[config.mk]
export PLATFORM = sky130hd
export DESIGN_NAME = vtd_ctrl
export DESIGN_NICKNAME = d
export VERILOG_FILES = /design/src/rtl/vtd_pkg.sv /design/src/rtl/vtd_ctrl.sv
export SDC_FILE = /design/constraint.sdc
export NUM_CORES = 1
export LEC_CHECK = 0
export BUFFER_PORTS_ARGS = -buffer_cell sky130_fd_sc_hd__buf_2
export CAP_MARGIN = 20
export CORE_AREA = 2 2 39 41
export CTS_CLUSTER_SIZE = 40
export DETAILED_ROUTE_END_ITERATION = 10
export DIE_AREA = 0 0 41 43
export MAX_ROUTING_LAYER = met4
export PLACE_DENSITY_LB_ADDON = 0.05
export SLEW_MARGIN = 20
export SYNTH_ARGS = -nofsm -noshare
export SYNTH_HDL_FRONTEND = slang
export SYNTH_SLANG_ARGS = --single-unit
[constraint.sdc]
create_clock -name clk_i -period 1.6 [get_ports clk_i]
set_input_delay 0.32 -clock clk_i [delete_from_list [all_inputs] [get_ports clk_i]]
set_output_delay 0.32 -clock clk_i [all_outputs]
set_load 0.02 [all_outputs]
[src/rtl/vtd_pkg.sv]
package vtd_pkg;

  // Table geometry
  localparam int unsigned MAX_UNIQUE = 4096;
  localparam int unsigned REF_BITS   = 20;
  localparam int unsigned ADDR_W     = $clog2(MAX_UNIQUE);
  localparam int unsigned CNT_W      = $clog2(MAX_UNIQUE + 1);
  localparam int unsigned ENTRY_W    = 3 * REF_BITS;

  // Fixed field widths of the channels
  localparam int unsigned REF_IN_W = 21;
  localparam int unsigned SLOT_W   = 12;
  localparam int unsigned STATUS_W = 2;

  // Result status codes
  localparam logic [STATUS_W-1:0] STATUS_MATCH = 2'd0;
  localparam logic [STATUS_W-1:0] STATUS_NEW   = 2'd1;
  localparam logic [STATUS_W-1:0] STATUS_FULL  = 2'd2;

  typedef struct packed {
    logic                first_of_mesh;
    logic [REF_IN_W-1:0] pos_ref;
    logic [REF_IN_W-1:0] tex_ref;
    logic [REF_IN_W-1:0] norm_ref;
  } in_t;

  typedef struct packed {
    logic [SLOT_W-1:0]   vertex_slot;
    logic [STATUS_W-1:0] status;
  } out_t;

  // Controller to datapath commands
  typedef struct packed {
    logic accept;    // capture the incoming corner
    logic step;      // issue the next table read
    logic finish;    // settle the result, append on a miss while the table has room
    logic load_out;  // move the result into the output register
  } cmd_t;

  // Datapath to controller status
  typedef struct packed {
    logic done;      // search has hit or run past the last stored entry
    logic out_free;  // output register can take a result this cycle
  } sts_t;

  // 1-based reference to 0-based, wrapped to REF_BITS
  function automatic logic [REF_BITS-1:0] to_zero_based(input logic [REF_IN_W-1:0] ref_v);
    logic [REF_BITS-1:0] low_bits;
    low_bits = ref_v[REF_BITS-1:0];
    return low_bits - REF_BITS'(1);
  endfunction

endpackage

[src/rtl/vtd_ctrl.sv]
module vtd_ctrl (
  input  logic          clk_i,
  input  logic          rst_ni,
  input  logic          in_valid_i,
  output logic          in_stall_o,
  input  vtd_pkg::sts_t sts_i,
  output vtd_pkg::cmd_t cmd_o
);
  import vtd_pkg::*;

  typedef enum logic [2:0] {
    ST_IDLE   = 3'b001,
    ST_SEARCH = 3'b010,
    ST_DONE   = 3'b100
  } state_e;

  state_e state_q, state_d;

  always_comb begin
    state_d    = state_q;
    cmd_o      = '0;
    in_stall_o = 1'b1;
    unique case (state_q)
      ST_IDLE: begin
        in_stall_o = 1'b0;
        if (in_valid_i) begin
          cmd_o.accept = 1'b1;
          state_d      = ST_SEARCH;
        end
      end
      ST_SEARCH: begin
        if (sts_i.done) begin
          cmd_o.finish = 1'b1;
          state_d      = ST_DONE;
        end else begin
          cmd_o.step = 1'b1;
        end
      end
      ST_DONE: begin
        if (sts_i.out_free) begin
          cmd_o.load_out = 1'b1;
          state_d        = ST_IDLE;
        end
      end
      default: begin
        state_d = ST_IDLE;
      end
    endcase
  end

  always_ff @(posedge clk_i or negedge rst_ni) begin
    if (!rst_ni) begin
      state_q <= ST_IDLE;
    end else begin
      state_q <= state_d;
    end
  end

endmodule

# [Yosys cells after proc, flatten, opt, wreduce, memory -nomap -nowiden]
# Index checks and enable logic that the tools add are counted.
[totals] ff_bits=3 latch_bits=0 mem_bits_rw=0 romBits=0 input_bits=5 out_inout_bits=5 elab_cells=20 memories=0
[op_classes] add_sub_neg=0 mul=0 div_mod_pow=0 n_lt_le_gt_ge=0 eq_ne=6 shift=0 mux=12 n_bitwise=0 reduce_logical=1
[op_table] op="$mux 3" n=3
[op_table] op="$pmux 3 s3" n=1
[op_table] op="$mux 1" n=7
[op_table] op="$ne 2x2->1 const B" n=3
[op_table] op="$eq 3x1->1 const B" n=1
[op_table] op="$eq 3x2->1 const B" n=1
[op_table] op="$eq 3x3->1 const B" n=1
[op_table] op="$reduce_and 3->1" n=1
[op_table] op="$mux 2" n=1

# [Longest topological paths before layout]
# Gate-level depths: netlist of run 1.
[depth] depth_word=3 depth_mapped=3 ltp_nobuf=2

# [Worst setup path after synthesis of run 1]
# Ideal clock, no wire load.
[synth_path] path_type="register -> output" startpoint="register state_q[0]" endpoint="output port cmd_o[2] (netlist bit)" t_arrival_ns=1.246 required_time_ns=1.280 path_slack_ns=0.034 path_stages_with_launch=3 n_path_buf=1 cell_sequence="dfstp_2 buf_6 nor4b_1"
[synth_lines] item="start, declared" line="vtd_ctrl.sv:17" source="state_e state_q, state_d;"
[synth_lines] item="start signal, assigned" line="vtd_ctrl.sv:55" source="state_q <= state_d;"
[synth_lines] item="end, declared" line="vtd_ctrl.sv:7" source="output vtd_pkg::cmd_t cmd_o"

# [Worst setup path in the final report of run 1]
[layout_path] startpoint="register state_q[0]" endpoint="output port in_stall_o"
[layout_between] elab_chain_len=2
[layout_rtl] item="$eq 3x1->1" line="vtd_ctrl.sv:23" source="unique case (state_q)"
[layout_rtl] item="$mux 1" line="vtd_ctrl.sv:23"
[layout_rtl] item="end, declared" line="vtd_ctrl.sv:5" source="output logic in_stall_o,"
# Every way passes these cells.

==> results.toml, run 1 <==
[run_status]
status = "complete, no violations"

[drt]
post_drt_via_cell_ratio = 4.212
wl_um = 602
drc = 0
drt_iter0_markers = 7
antenna_left = 0
num_vias = 219
wl_per_cell_um = 11.58
dr.pass1.iters = 2

[floorplan]
num_rows = 14
start_util_pct = 14.56
coreArea_mm2 = 0.001384
die_w_um = 41
die_area_mm2 = 0.001763
die_y_um = 43
ios = 10

[sta]
final.setup_skew_ns = 0.004160
final_max_slew_viol_count = 0
setup_tns_ns = 0
fin_crit_ns = 1.595
setup_viol_count_final = 0
finalCritPeriodShare_pct = 99.69
fmax_ghz = 0.6269
tightest_slew_ns = 0.2564
slew_headroom_pct = 82.66
hold_violations = 0
rsz0062_at_grt = "true"

[synthesis]
synthesis.nets = 25
yosysSeqAreaShare_pct = 37.89
syn_avg_cell_area_um2 = 10.07
synth_top_area_cell = "dfrtp_1"
synth_cells = 20
synth_area_leaders = "dfrtp_1 25%, dfstp_2 13%, nor4b_1 8.7%, or3b_1 8.7%, nand3b_1 7.5%"
synth_warnings = 0
yosysUniqueCellTypes = 15
synth_enable_flop_cells = 0
ys_ff_latch = 3
synth_top_area_share_pct = 24.84
synthArstFlopShare_pct = 100.0
synth_common_cells = "2 x a21oi_1, 2 x dfrtp_1, 2 x nand3b_1, 2 x nor4b_1, 2 x or3b_1"
ys.flop_type = "dfrtp_1"
netlist_area_um2 = 201.4

[layout]
num_antenna_cells = 0
largest_reg_flops = 3
regMostFlops = "state_q"
drive_gt1_share_pct = 55.56
syn_to_final_growth_pct = 69.57
layout.nets = 42
final_cell_area_um2 = 341.6
reg_top3 = "state_q (3)"

[pwr]
p_total_uw = 608.6
p_seq_share_pct = 22.5
power.switching_uw = 215.5
combPwrFrac_pct = 55.3
pwr-share-clk_pct = 22.2
total_leakage_power_uw = 0.0001479
p_int_uw = 393.1
ir_worst_vdd_mv = 0.5075
p_per_area_mw_per_mm2 = 1782
switching_share_pct = 35.41

[global_route]
grt_pass1_wl_um = 979
overflow = 0
track_usage_pct = 9.866
grt_max_degree = 10
antenna_found_initial = 0
grt_pass1_vias = 220

[placement]
port_buffers = 9
routabilityCongestion = 0.6249
placed_area_um2 = 265.3

[clocking]
cts_sinks = 3
clkTransAtPathRegs_ns = 0.04
numCtsBuffers = 3
cts-root-buf = "clkbuf_4"
htree_levels = 1
ctsLongestPathBuffers = 2
clkLatencyLatePin_ns = 0.24
cts_tree = "yes"

[worst_hold_path]
hold_path_class = "input pin to flop"

[setup_path]
path_class = "flop to primary output"
start_kind = "flop"
critPathRequiredTime_ns = 1.28
crit_path_end_kind = "primary output"
worst_ep_arrival_time_ns = 1.28
critical_path.max_fanout = 2

[flow_run]
cap_viol_max_count = 0
==> routing by layer <==
metal / part of all wire (%) / track usage [%] / up-vias / wire length [um]
li1: - / - / 107 / -
met1: 45 / 10.26 / 104 / 273
met2: 48 / 11.56 / 6 / 287
met3: 3.5 / 3.141 / 2 / 21
met4: 3.2 / 14.00 / 0 / 19
met5: 0 / - / - / 0
==> cells by family (layout without fill, tap and decap cells) <==
group	count (synthesis)	count (layout)	synth area share, %
buffers and inverters	2	18	8.072
flip-flops	3	3	37.89
AND/OR/NAND/NOR	12	12	45.34
AO/OA/AOI/OAI	3	3	8.697
==> final timing paths <==
kind / from / end / slack, ns / depth (start not counted)
setup / recovery: state_q[0] / in_stall_o / 0.005 / 2
hold / removal: sts_i[0] / state_q[2] / 0.37 / 3
setup reg to reg: state_q[1] / state_q[0] / 0.39 / 4
hold reg to reg: state_q[2] / state_q[1] / 0.61 / 1
max in group asynchronous: rst_ni / state_q[0] / 0.98 / 2
min in group asynchronous: rst_ni / state_q[1] / 0.41 / 2
==> timing repair <==
action	CTS	global route
resized for setup	7	1
setup endpoints to repair	3	4
gates cloned	0	0
pin swaps	0	1
hold buffers	1	0
hold endpoints to repair	2	0
setup buffers	1	1
==> power groups by stage <==
stage | logic, uW | clock network (uW) | registers, uW
global route | 358 | 150 | 142
CTS | 319 | 140 | 138
floorplan | 191 | 0 | 124
global placement | 251 | 0 | 135
finish | 336 | 135 | 137
detailed placement | 246 | 0 | 136
==> placed cells by master (no fill, tap or decap) <==
master and n:
a211oi_1 1, a21oi_1 2, and3_4 1, and4bb_2 1
buf_2 6, buf_4 4, buf_6 3, clkbuf_1 1
clkbuf_4 3, dfrtp_1 2, dfstp_2 1, dlygate4sd3_1 1
nand2_1 1, nand3b_1 2, nor2_1 1, nor3_1 1
nor4b_1 2, or3b_1 2, or3b_4 1
==> worst max-delay path, cell delays in order (launching register included) <==
cell	delay, ns
dfstp_2	0.53
or3b_4	0.37
buf_6	0.14
==> stage by stage <==
stage / std cells / hold slack [ns] / utilization [%] / setup slack, ns
after global routing: 52 / 0.3897 / 24.68 / -0.03202
after floorplan: 20 / 0.02441 / - / 0.03383
after global placement: 45 / 0.1226 / 19.17 / 0.1832
final: 52 / 0.3743 / 24.68 / 0.004924
after detailed placement: 45 / 0.1235 / 19.17 / 0.1735
after CTS: 51 / 0.3718 / 23.87 / -0.004326
==> final cells by class <==
| class | instances | area [um2] |
|---|---|---|
| clock buffers | 4 | 26.28 |
| fillers | 147 | 1042 |
| multi-input cells | 15 | 115.1 |
| flip-flops and latches | 3 | 76.32 |
| well taps | 16 | 20.02 |
| repair buffers | 14 | 103.9 |
No activity file was read; power rests on OpenSTA's default activity.
==> run 2: changes to the inputs <==
--- a/config.mk
+++ b/config.mk
@@ -5,14 +5,14 @@
 export SDC_FILE = /design/constraint.sdc
 export NUM_CORES = 1
 export LEC_CHECK = 0
-export BUFFER_PORTS_ARGS = -buffer_cell sky130_fd_sc_hd__buf_2
 export CAP_MARGIN = 20
 export CORE_AREA = 2 2 39 41
 export CTS_CLUSTER_SIZE = 40
 export DETAILED_ROUTE_END_ITERATION = 10
 export DIE_AREA = 0 0 41 43
+export DONT_BUFFER_PORTS = 1
 export MAX_ROUTING_LAYER = met4
-export PLACE_DENSITY_LB_ADDON = 0.05
+export PLACE_DENSITY = 0.35
 export SLEW_MARGIN = 20
 export SYNTH_ARGS = -nofsm -noshare
 export SYNTH_HDL_FRONTEND = slang
==> run 2 against run 1 <==
Power is 21% lower; worst hold slack got worse by 0.12 ns; combinational power fell by 44%; global-route usage is 2.4 points lower; critical endpoint unchanged; largest power group unchanged; highest routed layer is now met3.
==> results.toml, run 2 (synthesized netlist as in run 1, its figures left out) <==
[run_status]
status = "complete, no violations"

[clocking]
clkLatencyLatePin_ns = 0.23
clkTransAtPathRegs_ns = 0.04
cts_sinks = 3
numCtsBuffers = 3
cts-root-buf = "clkbuf_4"
cts_tree = "yes"
ctsLongestPathBuffers = 2
htree_levels = 1

[setup_path]
critPathRequiredTime_ns = 1.28
start_kind = "flop"
timing.rr.start = "state_q[1]"
startpoint = "state_q[0]"
crit_path_end_kind = "primary output"
worst-path-buf-inv = 0
critical_path.max_fanout = 6
r2r_cells = 2
path_class = "flop to primary output"
worst_ep_arrival_time_ns = 1.23
r2r_slack_ns = 0.43
slowest_delay_ns = 0.56
worstPathCellList = "or3b_4"
reg2reg_to = "state_q[0]"
cp_top_family = "flip-flops"
cp_slowest_cell = "dfstp_2"

[sta]
fin_crit_ns = 1.547
slew_headroom_pct = 82.13
fmax_ghz = 0.6463
setup_viol_count_final = 0
final.setup_skew_ns = 0.003023
tightest_slew_ns = 0.2644
rsz0062_at_grt = "false"
whs_ns = 0.2537
setup_tns_ns = 0
final_max_slew_viol_count = 0
finalCritPeriodShare_pct = 96.71
hold_violations = 0

[layout]
fill_cells = 158
drive_gt1_share_pct = 34.62
regMostFlops = "state_q"
post-route-util_pct = 19.62
layout.nets = 32
reg_top3 = "state_q (3)"
largest_reg_flops = 3
syn_to_final_growth_pct = 34.78
layout_commonest_cell = "clkbuf_4"
num_antenna_cells = 0

[floorplan]
coreArea_mm2 = 0.001384
ios = 10
start_util_pct = 14.56
die_area_mm2 = 0.001763
die_y_um = 43
num_rows = 14
die_w_um = 41

[global_route]
grt_max_degree = 12
antenna_found_initial = 0
grt_pass1_vias = 189
overflow = 0
grt_pass1_wl_um = 800
track_usage_pct = 7.423

[drt]
wl_um = 510
dr.pass1.iters = 2
wl_per_cell_um = 12.14
num_vias = 185
antenna_left = 0
drt_iter0_markers = 2
drc = 0
post_drt_via_cell_ratio = 4.405

[worst_hold_path]
hold_path_class = "input pin to flop"
holdPathStages = 2
holdPathEnd = "state_q[1]"
hp-start = "in_valid_i"

[pwr]
total_leakage_power_uw = 0.0001047
ir_worst_vdd_mv = 0.4609
p_per_area_mw_per_mm2 = 1781

[flow_run]
cap_viol_max_count = 0

[placement]
routabilityCongestion = 0.5937
port_buffers = 0
dpl.hpwl_um = 363.7
## run 2: per-stage QoR
stage | total power [uW] | setup slack [ns] | cells | area (um2)
2_1_floorplan | 314.9 | 0.03383 | 20 | 201.4
6_report | 483.4 | 0.05268 | 42 | 271.5
4_1_cts | 468.1 | 0.01251 | 41 | 259.0
3_3_place_gp | 316.4 | 0.1673 | 36 | 220.2
5_1_grt | 523.7 | 0.007518 | 42 | 271.5
3_5_place_dp | 316.2 | 0.1618 | 36 | 220.2
## run 2: what timing repair did
action	CTS	global route
resized for setup	1	0
endpoints found under the setup margin	1	1
setup buffers	0	1
cloned	0	0
hold endpoints to repair	3	0
hold buffers	1	0
## run 2: worst max-delay path by stage
stage	endpoint	slack (ns)	cells after the start
finish	in_stall_o	0.05	1
global route	cmd_o[2]	0.008	2
CTS	in_stall_o	0.01	1
detailed placement	in_stall_o	0.16	1
global placement	in_stall_o	0.17	1
floorplan	cmd_o[2]	0.03	2
## run 2: layout make-up
type | instances | area [um2] | share of cell area (%)
timing repair buffer | 4 | 37.54 | 13.82
multi-input combinational | 15 | 111.4 | 41.01
tap | 16 | 20.02 | 7.373
sequential | 3 | 76.32 | 28.11
clock buffer | 4 | 26.28 | 9.677
## run 2: metal layers
| layer | GRT usage (%) | part of all wire, % | up-vias |
|---|---|---|---|
| met5 | - | 0 | - |
| met4 | 8.000 | 0 | 0 |
| met3 | 2.618 | 9.8 | 0 |
| met2 | 9.063 | 53 | 6 |
| met1 | 8.414 | 37 | 92 |
| li1 | - | - | 87 |
## run 2: power by group
| group | switching [uW] | internal (uW) | leakage, uW |
|---|---|---|---|
| clock | 40.3 | 93.5 | 0.0000150 |
| sequential | 51.1 | 111 | 0.0000371 |
| combinational | 92.6 | 94.5 | 0.0000526 |
| total | 184 | 299 | 0.000105 |
